$ cat config.mk
export PLATFORM = sky130hd
export DESIGN_NAME = fvbc_poly_acc
export DESIGN_NICKNAME = d
export VERILOG_FILES = /design/src/fvbc_pkg.sv /design/src/fvbc_poly_acc.sv
export SDC_FILE = /design/constraint.sdc
export NUM_CORES = 1
export LEC_CHECK = 0
export BUFFER_PORTS_ARGS = -buffer_cell sky130_fd_sc_hd__clkbuf_2
export CAP_MARGIN = 20
export CORE_ASPECT_RATIO = 0.9
export CORE_MARGIN = 5
export CORE_UTILIZATION = 40
export DETAILED_ROUTE_END_ITERATION = 7
export GPL_TIMING_DRIVEN = 0
export PLACE_DENSITY_LB_ADDON = 0.25
export SYNTH_ARGS = -nofsm -noshare
export SYNTH_HDL_FRONTEND = slang
export SYNTH_SLANG_ARGS = --single-unit
$ cat constraint.sdc
create_clock -name aclk -period 3.3 [get_ports aclk]
set_input_delay 0.165 -clock aclk [delete_from_list [all_inputs] [get_ports aclk]]
set_output_delay 0.165 -clock aclk [all_outputs]
set_load 0.02 [all_outputs]
$ cat src/fvbc_pkg.sv
// ----------------------------------------------------------------------------
// fvbc_pkg: shared definitions for the fog volume box classifier
// Widths, register indexes, field codes, sequencer states and the result beat.
// ----------------------------------------------------------------------------
package fvbc_pkg;

    localparam int FOG_ENTRIES_DEF = 64;
    localparam int COORD_BITS_DEF  = 32;

    localparam int FOG_COUNT_W = 7;   // fog_count register width
    localparam int IDX_W       = 6;   // fog_index width
    localparam int CFG_IDX_W   = 2;   // config register index width
    localparam int CFG_DATA_W  = 7;   // widest config register
    localparam int PORT_COORD_W = 32; // coordinate port width

    // config register indexes
    localparam logic [CFG_IDX_W-1:0] CFG_FOG_COUNT      = 2'd0;
    localparam logic [CFG_IDX_W-1:0] CFG_WORLD_LOADED   = 2'd1;
    localparam logic [CFG_IDX_W-1:0] CFG_RENDERER_READY = 2'd2;

    // input item kinds
    localparam logic KIND_CORNER = 1'b0;
    localparam logic KIND_VERTEX = 1'b1;

    // corner selects
    localparam logic CORNER_MIN = 1'b0;
    localparam logic CORNER_MAX = 1'b1;

    typedef enum logic [1:0] {
        ST_IDLE,
        ST_READ,
        ST_CMP,
        ST_DONE
    } srch_state_t;

    typedef struct packed {
        logic             valid;
        logic [IDX_W-1:0] index;
    } fvbc_result_t;

endpackage

$ cat src/fvbc_poly_acc.sv
// ----------------------------------------------------------------------------
// fvbc_poly_acc: polygon bounding box accumulator
// Grows min/max per axis over the vertices of one polygon.
// ----------------------------------------------------------------------------
module fvbc_poly_acc #(
    parameter int COORD_W = fvbc_pkg::COORD_BITS_DEF
) (
    input  logic                 aclk,
    input  logic                 aresetn,
    input  logic                 vtx_en,
    input  logic                 vtx_last,
    input  logic [3*COORD_W-1:0] vtx_coord,
    output logic [3*COORD_W-1:0] poly_min,
    output logic [3*COORD_W-1:0] poly_max
);

    logic signed [COORD_W-1:0] min_reg  [3];
    logic signed [COORD_W-1:0] max_reg  [3];
    logic signed [COORD_W-1:0] min_next [3];
    logic signed [COORD_W-1:0] max_next [3];
    logic                      first_reg;
    logic                      first_next;

    always_comb begin
        logic signed [COORD_W-1:0] cur;
        for (int a = 0; a < 3; a++) begin
            cur = $signed(vtx_coord[a*COORD_W +: COORD_W]);
            min_next[a] = min_reg[a];
            max_next[a] = max_reg[a];
            if (vtx_en) begin
                if (first_reg || cur < min_reg[a]) begin
                    min_next[a] = cur;
                end
                if (first_reg || cur > max_reg[a]) begin
                    max_next[a] = cur;
                end
            end
        end
        first_next = vtx_en ? vtx_last : first_reg;
    end

    always_ff @(posedge aclk) begin
        if (!aresetn) begin
            first_reg <= 1'b1;
            for (int a = 0; a < 3; a++) begin
                min_reg[a] <= '0;
                max_reg[a] <= '0;
            end
        end else begin
            first_reg <= first_next;
            for (int a = 0; a < 3; a++) begin
                min_reg[a] <= min_next[a];
                max_reg[a] <= max_next[a];
            end
        end
    end

    always_comb begin
        for (int a = 0; a < 3; a++) begin
            poly_min[a*COORD_W +: COORD_W] = min_reg[a];
            poly_max[a*COORD_W +: COORD_W] = max_reg[a];
        end
    end

endmodule

# == Yosys cells after proc, flatten, opt, wreduce, memory -nomap -nowiden ==
# Memory sizes are Yosys's and may differ from the RTL's.
# Cells that the tools add are included.
# W data, S select, Z words.
# totals
reg_bits,1
ram_bits,192
in_bits,100
mem_count,2
# op_classes
n_lt_le_gt_ge,6
mux,20
n_bitwise,6
n_reduce_logical,6
# mem_list
memory,depth,word_bits,rd,rd_ports_with_merged_regs,wr,line_no,rtl
max_reg,3,32,3,0,3,fvbc_poly_acc.sv:18,logic signed [COORD_W-1:0] max_reg [3];
min_reg,3,32,3,0,3,fvbc_poly_acc.sv:17,logic signed [COORD_W-1:0] min_reg [3];
# ops
cell,count
$mux W32,18
$gt A32 B32 Y1,3
$lt A32 B32 Y1,3
$logic_or A1 B1 Y1,6
$or A1 B1 Y1,6
$mux W1,2

# == Logic depth before layout (Yosys ltp) ==
# depth
depth_word,5
mapped_depth,11
ltp_nobuf,9

# == Worst setup path before layout ==
# Ideal clock, no wire load.
# synth_path
kind,flip-flop to flip-flop
startpoint,mem max_reg[0][53] in the netlist's numbering
endpoint,mem max_reg[0][33] in the netlist's numbering
setup_time_ns,0.072
arrival_ns,2.626
slack_ns,0.603
path_stages_with_launch,10
period_less_slack_ns,2.697
path_cell_list,dfxtp_1 -> inv_1 -> ha_1 -> a21o_1 -> a21o_1 -> a221o_1 -> a2111o_1 -> a221oi_4 -> buf_6 -> mux2i_1
# synth_lines
item,line_no
start: declaration,fvbc_poly_acc.sv:18

==> impl_metrics.csv <==
group,metric,value,unit
synthesis,syn_area,12100,um2
power_and_ir_drop,swShare,34.2,%
sta,hold_viol_final,0,
floorplan,row_count,60,
critical_path,cp_slowest_cell,"nor4bb_1",
synthesis,async_flop_share,0,%
synthesis,synth-edff-count,0,
finish,nets,2041,
critical_path,arrival,3.50,ns
synthesis,ys.flop_type,"dfxtp_1",
floorplan,ioPinCount,292,
clock_tree,tritoncts,"yes",
floorplan,start_util,40.5,%
floorplan,die_h,175,um
sta,finalCritPeriodShare,94.8,%
placement,dpl.hpwl,28600,um
floorplan,design.core.area,29800,um2
synthesis,ys_ff_latch,193,
sta,finalCriticalPeriod,3.13,ns
sta,finalSetupViolations,0,
clock_tree,cts_setup_buffers,0,
synthesis,syn-num-nets,1713,
status,status,"completed",
job,maxCapViolCount,0,
power_and_ir_drop,p_comb_share,27.3,%
global_route,grt_max_degree,17,
global_route,grt_overflow_total,0,
route,drt-initial-drc-count,417,
sta,fin_skew,0.0183,ns
critical_path,path_cells,"inv_1 > ha_1 > nand4_1 > nor4bb_1 > nand3_1 > and3_1 > a221oi_4 > buf_6 > mux2i_1",
critical_path,path_class,"reg -> reg",
route,firstDrtPassIters,5,
critical_path,cp-end-kind,"register",
clock_tree,clk_path_buf_depth,2,
route,route.detailed.drc,0,
power_and_ir_drop,peakVddDrop,0.339,mV
clock_tree,clkTransAtPathRegs,0.08,ns
route,drt-total-wl,36400,um
power_and_ir_drop,switchingPower,0.00224,W
synthesis,synth_seq_area_share,32.0,%
sta,drv_slew,0,
sta,max_freq,320,MHz
floorplan,die_area,33700,um2
critical_path,cp_max_fo,10,
global_route,track_usage,21.4,%
finish,drive_above_1_share,19.7,%
clock_tree,clk_latency,0.45,ns
sta,slew_headroom,49.3,%
global_route,antenna_found_initial,2,
global_route,grt_pass1_wl,58100,um
clock_tree,htreeDepth,4,
placement,io_buffers,289,
power_and_ir_drop,power_density,443,nW/um2
power_and_ir_drop,clkPwrFrac,31.8,%
clock_tree,clock-sinks,193,
synthesis,ys_warn_count,0,
global_route,grt_pass1_vias,10900,
critical_path,critical-path-max-stage-delay,0.69,ns
finish,area_growth,22.7,%
sta,rsz0062_at_grt,"false",
clock_tree,root_buffer,"clkbuf_16",
critical_path,crit_required,3.68,ns
synthesis,yosysUniqueCellTypes,39,
sta,setup_ws,0.171,ns
route,num_vias,10900,
power_and_ir_drop,seqPwrFrac,40.9,%
placement,post-place-ws,0.0952,ns
route,ant_nets,0,
route,viasPerCell,5.00,
critical_path,start_kind,"register",
floorplan,die_w,193,um
sta,fin_setup_tns,0,ns
clock_tree,cts-buffers-inserted,17,
synthesis,syn_area_per_cell,8.47,um2
power_and_ir_drop,internal-power,0.00431,W
placement,gp_congestion,0.856,
sta,worst_slew_pin_slew,0.754,ns
route,avgRoutedWirePerCell,16.8,um
power_and_ir_drop,leakage,7.15,nW
hold_path,hold_path.class,"in -> reg",
synthesis,synthCells,1424,
[worst paths after layout]
| kind | from | endpoint | slack, ns | cells past startpoint |
|---|---|---|---|---|
| worst max-delay path | max_reg[0][63]$_SDFFE_PN0P_ | max_reg[0][44]$_SDFFE_PN0P_ | 0.17 | 9 |
| worst min register to register | min_reg[0][6]$_SDFFE_PN0P_ | min_reg[0][6]$_SDFFE_PN0P_ | 0.47 | 2 |
| worst max register to register | max_reg[0][63]$_SDFFE_PN0P_ | max_reg[0][44]$_SDFFE_PN0P_ | 0.17 | 9 |
| worst min-delay path | vtx_coord[84] | max_reg[0][84]$_SDFFE_PN0P_ | 0.02 | 3 |
[cell usage in the layout, fill, tap and decap left out, types with 9 or more instances in the layout]
| master | count |
|---|---|
| dfxtp_1 | 193 |
| o21ai_0 | 36 |
| buf_2 | 10 |
| nor3_1 | 13 |
| ha_1 | 189 |
| buf_6 | 9 |
| nand3_1 | 15 |
| a21o_1 | 12 |
| mux2i_1 | 192 |
| clkbuf_2 | 290 |
| clkbuf_1 | 36 |
| a21oi_1 | 75 |
| nand4_1 | 33 |
| inv_1 | 203 |
| nand2_1 | 331 |
| nor2_1 | 11 |
| dlygate4sd3_1 | 20 |
| clkbuf_16 | 17 |
[per-stage QoR]
step	utilization, %	hold slack, ns	total power (W)	std cells	instance area (um2)
floorplan	-	0.291	0.00387	1424	12100
global placement	47.0	0.386	0.00447	2116	14000
detailed placement	47.0	0.389	0.00450	2116	14000
CTS	49.6	0.0000509	0.00660	2168	14800
global route	49.6	0.0101	0.00694	2170	14800
finish	49.6	0.0153	0.00655	2170	14800
[timing repair]
| action | 4_1_cts | 5_1_grt |
|---|---|---|
| endpoints found under the hold margin | 31 | 0 |
| setup endpoints to repair | 0 | 82 |
| gates resized for setup | 0 | 5 |
| hold buffers | 20 | 0 |
[routing by layer]
layer | track usage (%) | share of wire [%] | up-vias
met4 | 5.81 | 1.9 | 0
met5 | 0 | 0 | -
met1 | 29.1 | 47 | 5046
li1 | - | - | 5476
met3 | 5.09 | 6.7 | 49
met2 | 34.1 | 44 | 286
[critical path, delay by kind of cell, from the launching register on]
kind	cells	cell delay (ns)
compound gates	1	0.45
fa+ha+maj	1	0.39
buf+inv	2	0.30
flops	1	0.36
mux	1	0.21
simple gates	4	1.34
[synthesized netlist by cell type, types with 12 or more instances]
master,number,area share (%)
a21o_1,12,0.75
dfxtp_1,193,32
a21oi_1,75,3.1
inv_1,203,6.3
nand4_1,33,1.7
clkbuf_1,34,1.1
o21ai_0,36,1.5
ha_1,189,20
nand2_1,331,10
nand3_1,15,0.62
mux2i_1,192,16
nor3_1,13,0.54
[logic make-up after synthesis]
logic type      count (synthesis)  share of synthesized area, %
simple gates                  424                          14.7
flops                         193                          32.0
compound gates                169                          9.06
buf+inv                       257                          8.67
fa+ha+maj                     189                          19.6
mux                           192                          15.9
[power groups by stage]
stage / logic, W / clock network (W) / registers, W
global placement: 0.00174 / 0 / 0.00273
CTS: 0.00180 / 0.00212 / 0.00268
global route: 0.00201 / 0.00223 / 0.00270
detailed placement: 0.00177 / 0 / 0.00273
finish: 0.00179 / 0.00209 / 0.00268
floorplan: 0.000950 / 0 / 0.00292
[layout make-up]
cell class,count,area (um2)
buffer,54,284
fill,2934,15000
inverter,203,762
timing repair buffer,309,1650
clock inverter,11,106
tap,403,504
multi-input combinational,974,7160
sequential,193,3860
clock buffer,21,460
antenna,2,5.00
No activity file was read; power rests on OpenSTA's default activity.
