## config.mk

```make
export PLATFORM = sky130hd
export DESIGN_NAME = fvbc_search
export DESIGN_NICKNAME = d
export VERILOG_FILES = /design/src/fvbc_pkg.sv /design/src/fvbc_search.sv
export SDC_FILE = /design/constraint.sdc
export NUM_CORES = 1
export LEC_CHECK = 0
export ABC_AREA = 1
export BUFFER_PORTS_ARGS = -buffer_cell sky130_fd_sc_hd__buf_2
export CAP_MARGIN = 20
export CORE_AREA = 8 8 152 154
export CTS_BUF_LIST = sky130_fd_sc_hd__clkbuf_4
export CTS_CLUSTER_SIZE = 40
export DETAILED_ROUTE_END_ITERATION = 10
export DIE_AREA = 0 0 160 162
export MAX_ROUTING_LAYER = met4
export SETUP_SLACK_MARGIN = 0.5
export SLEW_MARGIN = 20
export SYNTH_ARGS = -nofsm -noshare
export SYNTH_HDL_FRONTEND = slang
export SYNTH_SLANG_ARGS = --single-unit
```

## constraint.sdc

```tcl
create_clock -name aclk -period 4.35 [get_ports aclk]
set_clock_uncertainty 0.05 [all_clocks]
set_input_delay 0.6525 -clock aclk [delete_from_list [all_inputs] [get_ports aclk]]
set_output_delay 0.6525 -clock aclk [all_outputs]
set_load 0.02 [all_outputs]
```

## src/fvbc_pkg.sv

```systemverilog
// ----------------------------------------------------------------------------
// fvbc_pkg: shared definitions for the fog volume box classifier
// Widths, register indexes, field codes, sequencer states and the result beat.
// ----------------------------------------------------------------------------
package fvbc_pkg;

    localparam int FOG_ENTRIES_DEF = 64;
    localparam int COORD_BITS_DEF  = 32;

    localparam int FOG_COUNT_W = 7;   // fog_count register width
    localparam int IDX_W       = 6;   // fog_index width
    localparam int CFG_IDX_W   = 2;   // config register index width
    localparam int CFG_DATA_W  = 7;   // widest config register
    localparam int PORT_COORD_W = 32; // coordinate port width

    // config register indexes
    localparam logic [CFG_IDX_W-1:0] CFG_FOG_COUNT      = 2'd0;
    localparam logic [CFG_IDX_W-1:0] CFG_WORLD_LOADED   = 2'd1;
    localparam logic [CFG_IDX_W-1:0] CFG_RENDERER_READY = 2'd2;

    // input item kinds
    localparam logic KIND_CORNER = 1'b0;
    localparam logic KIND_VERTEX = 1'b1;

    // corner selects
    localparam logic CORNER_MIN = 1'b0;
    localparam logic CORNER_MAX = 1'b1;

    typedef enum logic [1:0] {
        ST_IDLE,
        ST_READ,
        ST_CMP,
        ST_DONE
    } srch_state_t;

    typedef struct packed {
        logic             valid;
        logic [IDX_W-1:0] index;
    } fvbc_result_t;

endpackage

```

## src/fvbc_search.sv

```systemverilog
// ----------------------------------------------------------------------------
// fvbc_search: first-match overlap search
// Walks fog entries from 1 upward through one box compare unit.
// ----------------------------------------------------------------------------
module fvbc_search #(
    parameter int FOG_ENTRIES = fvbc_pkg::FOG_ENTRIES_DEF,
    parameter int COORD_W     = fvbc_pkg::COORD_BITS_DEF
) (
    input  logic                                aclk,
    input  logic                                aresetn,
    input  logic                                start,
    input  logic                                world_loaded,
    input  logic [fvbc_pkg::FOG_COUNT_W-1:0]    fog_count,
    input  logic                                out_free,
    input  logic [3*COORD_W-1:0]                poly_min,
    input  logic [3*COORD_W-1:0]                poly_max,
    input  logic [3*COORD_W-1:0]                box_min,
    input  logic [3*COORD_W-1:0]                box_max,
    output logic [$clog2(FOG_ENTRIES)-1:0]      rd_addr,
    output logic                                busy,
    output fvbc_pkg::fvbc_result_t              result
);

    localparam int IW    = $clog2(FOG_ENTRIES);
    localparam int CNT_W = (IW + 1 > fvbc_pkg::FOG_COUNT_W) ? IW + 1 : fvbc_pkg::FOG_COUNT_W;

    fvbc_pkg::srch_state_t          state_reg, state_next;
    logic [IW-1:0]                  i_reg, i_next;
    logic [fvbc_pkg::IDX_W-1:0]     idx_reg, idx_next;
    logic [CNT_W-1:0]               n_lim;
    logic [CNT_W-1:0]               fc_ext;
    logic                           hit;

    // entries in use, saturated to the table depth
    assign fc_ext = CNT_W'(fog_count);
    assign n_lim  = (fc_ext > CNT_W'(FOG_ENTRIES)) ? CNT_W'(FOG_ENTRIES) : fc_ext;

    // inclusive overlap on all three axes
    always_comb begin
        hit = 1'b1;
        for (int a = 0; a < 3; a++) begin
            if ($signed(poly_max[a*COORD_W +: COORD_W]) < $signed(box_min[a*COORD_W +: COORD_W])
                || $signed(poly_min[a*COORD_W +: COORD_W])
                   > $signed(box_max[a*COORD_W +: COORD_W])) begin
                hit = 1'b0;
            end
        end
    end

    always_comb begin
        state_next = state_reg;
        i_next     = i_reg;
        idx_next   = idx_reg;
        unique case (state_reg)
            fvbc_pkg::ST_IDLE: begin
                if (start) begin
                    if (!world_loaded || n_lim <= CNT_W'(1)) begin
                        idx_next   = '0;
                        state_next = fvbc_pkg::ST_DONE;
                    end else begin
                        i_next     = IW'(1);
                        state_next = fvbc_pkg::ST_READ;
                    end
                end
            end
            fvbc_pkg::ST_READ: begin
                state_next = fvbc_pkg::ST_CMP;
            end
            fvbc_pkg::ST_CMP: begin
                if (hit) begin
                    idx_next   = fvbc_pkg::IDX_W'(i_reg);
                    state_next = fvbc_pkg::ST_DONE;
                end else if (CNT_W'(i_reg) + CNT_W'(1) < n_lim) begin
                    i_next     = i_reg + IW'(1);
                    state_next = fvbc_pkg::ST_READ;
                end else begin
                    idx_next   = '0;
                    state_next = fvbc_pkg::ST_DONE;
                end
            end
            fvbc_pkg::ST_DONE: begin
                if (out_free) begin
                    state_next = fvbc_pkg::ST_IDLE;
                end
            end
            default: begin
                state_next = fvbc_pkg::ST_IDLE;
            end
        endcase
    end

    always_ff @(posedge aclk) begin
        if (!aresetn) begin
            state_reg <= fvbc_pkg::ST_IDLE;
        end else begin
            state_reg <= state_next;
        end
        i_reg   <= i_next;
        idx_reg <= idx_next;
    end

    assign rd_addr      = i_reg;
    assign busy         = (state_reg != fvbc_pkg::ST_IDLE);
    assign result.valid = (state_reg == fvbc_pkg::ST_DONE) && out_free;
    assign result.index = idx_reg;

endmodule

```

# [Yosys cells after proc, flatten, opt, wreduce, memory -nomap -nowiden]
# Cells that the tools add are included.
[word_totals] regBits=14
[classes] add_sub_neg=2 n_lt_le_gt_ge=9 n_eq_ne=10 muxes=20 reduce_logical=12
[ops] operator="$gt A32 B32 Y1" count=3
[ops] operator="$lt A32 B32 Y1" count=3
[ops] operator="$mux W6" count=8
[ops] operator="$pmux W6 S2" count=2
[ops] operator="$ne A2 B2 Y1 const B" count=6
[ops] operator="$mux W2" count=5
[ops] operator="$pmux W2 S4" count=1
[ops] operator="$add A6 B1 Y7 const B" count=1
[ops] operator="$gt A7 B7 Y1 const B" count=1
[ops] operator="$le A7 B1 Y1 const B" count=1
[ops] operator="$lt A7 B7 Y1" count=1
[ops] operator="$mux W7" count=1
[ops] operator="$add A6 B1 Y6 const B" count=1
[ops] operator="$reduce_and A5 Y1" count=1
[ops] operator="$eq A2 B2 Y1 const B" count=2
[ops] operator="$logic_or A1 B1 Y1" count=4
[ops] operator="$reduce_and A4 Y1" count=1
[ops] operator="$reduce_bool A2 Y1" count=2
[ops] operator="$mux W1" count=3
[ops] operator="$ne A3 B3 Y1 const B" count=1
[ops] operator="$eq A2 B1 Y1 const B" count=1
[ops] operator="$logic_not A2 Y1" count=1
[ops] operator="$reduce_and A2 Y1" count=1
[ops] operator="$logic_and A1 B1 Y1" count=1
[ops] operator="$logic_not A1 Y1" count=1

# [Depth between registers and ports, before layout]
[logic_depth] ltp_word=7 ltp_mapped=21 ltp_nobuf=21

# [Worst setup path before layout]
# OpenSTA, ideal clock, no wires.
[synth_path] path_type="input to register" startpoint="input port fog_count[2] in the netlist's numbering" endpoint="register i_reg[0], in the netlist rd_addr[0] (enable)" t_arrival_ns=2.550 required_ns=3.922 slack_ns=1.372 cell_stages=9 path_buffers=0 path_cell_list="or2_4 > o31ai_4 > nand2_1 > ha_1 > a21oi_1 > o21ai_0 > a21oi_1 > nand3_1 > a21boi_0"
[synth_via] elab_chain_cells=6 word_cells_on_any_way=8
[synth_rtl] element="start, declared" line_no="fvbc_search.sv:13" rtl="input logic [fvbc_pkg::FOG_COUNT_W-1:0] fog_count,"
[synth_rtl] element="$gt A7 B7 Y1" line_no="fvbc_search.sv:36" rtl="assign n_lim = (fc_ext > CNT_W'(FOG_ENTRIES)) ? CNT_W'(FOG_ENTRIES) : fc_ext;"
[synth_rtl] element="$mux W7 *" line_no="fvbc_search.sv:36"
[synth_rtl] element="$le A7 B1 Y1" line_no="fvbc_search.sv:57" rtl="if (!world_loaded || n_lim <= CNT_W'(1)) begin"
[synth_rtl] element="$logic_or A1 B1 Y1" line_no="fvbc_search.sv:57"
[synth_rtl] element="$ne A2 B2 Y1 (no source line)"
[synth_rtl] element="$reduce_and A5 Y1 (no source line) *"
[synth_rtl] element="end signal, assigned" line_no="fvbc_search.sv:98" rtl="i_reg <= i_next;"
[synth_rtl] element="end, declared" line_no="fvbc_search.sv:28" rtl="logic [IW-1:0] i_reg, i_next;"
# Mark *: on every way between the ends. The rest lies on a longest branch, timed or not.
# A chain may end at the register's enable or synchronous reset.

# [Worst setup path after layout]
[layout_path] startpoint="input port poly_max[59]" endpoint="register i_reg[4], in the netlist rd_addr[4] (enable)"
[layout_via] elab_chain_cells=6
[layout_rtl] element="start, declared" line_no="fvbc_search.sv:16" rtl="input logic [3*COORD_W-1:0] poly_max,"
[layout_rtl] element="$lt A32 B32 Y1" line_no="fvbc_search.sv:42" rtl="if ($signed(poly_max[a*COORD_W +: COORD_W]) < $signed(box_min[a*COORD_W +: COORD_W])"
[layout_rtl] element="$logic_or A1 B1 Y1" line_no="fvbc_search.sv:43" rtl="|| $signed(poly_min[a*COORD_W +: COORD_W])"
[layout_rtl] element="$mux W1 (2 in series)" line_no="fvbc_search.sv:42"
[layout_rtl] element="$ne A2 B2 Y1 (no source line)"
[layout_rtl] element="$reduce_and A5 Y1 (no source line)"
# Every way passes these cells.

==> reports/qor.txt <==
==========================================================================================
Number of max-slew violations in the final report                                        0
Clock tree from TritonCTS                                                              yes
Initial core utilization                                                             0.286
Unrepaired setup endpoints after global routing                                      false
Post-detailed-route count of antenna-violating nets                                      0
Share of power burned in registers                                                   0.186
Clock group share of total power                                                     0.079
Slowest cell delay on critical path                                                 630 ps
WL/cell                                                                            13.2 um
Total design power                                                                  988 uW
Final period util                                                                    0.729
Synthesis-to-layout area growth                                                      40.9%
Site Rows                                                                               53
Final net count                                                                       1935
Area fraction in compound gates after synthesis                                      0.129
Number of remaining DRC errors                                                           0
Num ports                                                                              410
Global-route wire length before repair                                             33.6 mm
Core Footprint                                                                  0.0207 mm2
Average via count per standard cell                                                   4.30
Die area                                                                        0.0259 mm2
Endpoint required time on the critical path                                        4210 ps
DIE HEIGHT                                                                          162 um
Adder-cell share of the synthesized area                                             0.414
Worst-path cell chain                                                         buf_2 -> ha_1 -> a21oi_1 -> o21ai_0 -> nand2_1 -> nand3_1 -> a21oi_1 -> nand2_1 -> nand2_1 -> nand2_1 -> nand2_1 -> nor2_1 -> nand2_1 -> nand3_1 -> a21boi_0
Count of state elements after synthesis                                                 14
Post-synthesis share of cell area spent on xor and xnor gates                      0.00296
TritonCTS Buffers                                                                        3
Largest net degree at the start of global routing                                        9
Maximum frequency from static timing analysis                                      315 MHz
Overall routing resource usage                                                       0.159
Combinational family with the most area after synthesis                        adder cells
Final Hold Fails                                                                         0
Number of flops mapped to enable cells by yosys                                         12
Seq/Total Area, Yosys                                                               0.0676
Cell mode on critical path                                                    sky130_fd_sc_hd__nand2_1
Static Leak                                                                        5.52 nW
Share of synthesized cell area in and, or, nand and nor gates                        0.226
Antenna violations before repair                                                         1
Mean post-synth cell area                                                         6.38 um2
GRT overflow                                                                             0
Path type of the worst setup path                                                in -> reg
Primary flip-flop cell chosen by synthesis mapping                            sky130_fd_sc_hd__edfxtp_1
Post-route cell area                                                           0.00835 mm2
Number of port buffers                                                                 409
Count of warnings emitted by yosys                                                       0
VDD IR-drop max                                                                    66.1 uV
X dimension of the die                                                              160 um
Total iterations of the first detailed-routing run                                       4
Max-slew headroom at the worst pin                                                   0.470
Kind of start point of the critical path                                      primary input
Min Clock Period, post-route                                                       3170 ps
Switching power of the nets                                                         433 uW
Setup violations, final                                                                  0
Vias in the first global route                                                        7176
Summed negative setup slack over all endpoints                                        0 ps
Total half-perimeter wirelength after legalization and detailed placement          20.6 mm
Library cells used by synthesis                                                         28
Data arrival time of the worst path                                                3030 ps
Total of cells resized after clock tree synthesis                                        0
Classification of the worst-slack hold path                                     reg -> reg
CTS Hold Bufs                                                                            0
Design internal power                                                               555 uW
Final RePlAce weighted congestion                                                    0.877
H-tree lvl count                                                                         1
Fraction of layout cells with a size suffix above 1                                  0.315
Crit path max-delay cell type                                                 sky130_fd_sc_hd__a21boi_0
Power per standard cell area                                                    118 mW/mm2
Maximum fanout count along the critical path                                             6
Max Root-Sink Buffers                                                                    2
Final wirelength                                                                   21.4 mm
Vias                                                                                  6958
Filler cell count in the final layout                                                 2250
Post-synthesis instance total                                                          929
Max-cap violations                                                                       0
Multiplexer area fraction after synthesis                                                0
Synthesized cell area                                                          0.00593 mm2
Sink Count                                                                              14
Root buffer cell                                                              sky130_fd_sc_hd__clkbuf_4
Least-Margin Pin Slew                                                               787 ps
Buffers inserted by post-CTS timing repair                                               0
Synth async-reset ratio                                                                  0
Clock edge transition at the registers on the reported setup and hold paths          80 ps
Switching share of total power                                                       0.438
Combinational share of power                                                         0.735
DRC marker count from the first detailed-route iteration                               234
Run status                                                                    finished, final reports clean
Type of destination of the critical path                                              flop
Post-placement cell area                                                       0.00832 mm2
Latest clock arrival within the worst-skew pair                                     270 ps
Synth Net Count                                                                       1521
==========================================================================================
[path summary, 6_finish.rpt]
kind,cells after the start,slack (ps),to,startpoint
setup / recovery,15,1180,rd_addr[4],poly_max[59]
hold / removal,2,540,state_reg[1],state_reg[1]
setup reg to reg,11,1280,rd_addr[4],rd_addr[0]
hold reg to reg,2,540,state_reg[1],state_reg[1]
[stage by stage]
step | std cells | util | setup WS, ps | hold WS (ps)
after floorplan | 929 | - | 1370 | 479
after global placement | 1613 | 0.402 | 896 | 526
after detailed placement | 1613 | 0.402 | 841 | 529
after CTS | 1617 | 0.403 | 1140 | 542
after global routing | 1618 | 0.404 | 924 | 579
final | 1618 | 0.404 | 1180 | 544
[layer usage]
metal / track usage / up-vias / share of wire
met2: 0.304 / 274 / 0.51
met5: - / - / 0
li1: - / 3801 / -
met4: 0.0166 / 0 / 0.0080
met3: 0.0354 / 14 / 0.077
met1: 0.171 / 2869 / 0.40
[area by class of cell]
type,instances,area [um2],area share
flip-flops and latches,14,400,0.0480
diodes,1,2.50,0.000300
multi-input cells,662,4580,0.548
well taps,275,344,0.0412
repair buffers,409,2050,0.245
clock buffers,4,30.0,0.00360
inverters,253,950,0.114
[cells in the final DEF, fill, tap and decap left out, types with 4 or more instances in the layout]
cell                       netlist  layout
sky130_fd_sc_hd__nand2_1       194     194
sky130_fd_sc_hd__nor2_1         70      70
sky130_fd_sc_hd__o21ai_0        28      28
sky130_fd_sc_hd__buf_2           0     409
sky130_fd_sc_hd__nand4_1        18      18
sky130_fd_sc_hd__nor3_1          8       8
sky130_fd_sc_hd__ha_1          196     196
sky130_fd_sc_hd__a21oi_1        97      97
sky130_fd_sc_hd__nand3_1        20      20
sky130_fd_sc_hd__o21a_1          8       8
sky130_fd_sc_hd__clkbuf_4        0       4
sky130_fd_sc_hd__inv_1         253     253
sky130_fd_sc_hd__edfxtp_1       12      12
[cells in the mapped netlist, drive strengths merged, types with 2 or more instances]
library cell,count,area (um2)
nor3,8,40.0
o21a,8,60.1
nor4,3,31.3
o31ai,2,28.8
xor2,2,17.5
o21ai,28,140
ha,196,2450
inv,253,950
o211ai,2,15.0
dfxtp,2,40.0
or2,4,30.0
nand3,20,100
nor2,70,263
nand2,196,741
a21oi,98,494
nand4,18,113
edfxtp,12,360
nand3b,2,15.0
[power groups by stage]
stage | registers (mW) | clock network (mW) | logic [mW]
floorplan | 0.201 | 0 | 0.407
CTS | 0.184 | 0.0794 | 0.740
global placement | 0.187 | 0 | 0.725
finish | 0.184 | 0.0782 | 0.726
global route | 0.186 | 0.0852 | 0.852
detailed placement | 0.187 | 0 | 0.734
[cells by family (layout without fill, tap and decap cells)]
group	count (synthesis)	count (layout)
flops	14	14
buf+inv	253	666
xor+xnor	2	2
fa+ha+maj	196	196
compound gates	142	142
other cells	0	1
simple gates	322	322
[critical path: cells and delay by family]
family | cells | cell delay [ps]
AO/OA/AOI/OAI | 4 | 1320
AND/OR/NAND/NOR | 9 | 660
adder cells (fa/ha/maj) | 1 | 290
buffers and inverters | 1 | 100
No activity file was read; power rests on OpenSTA's default activity.
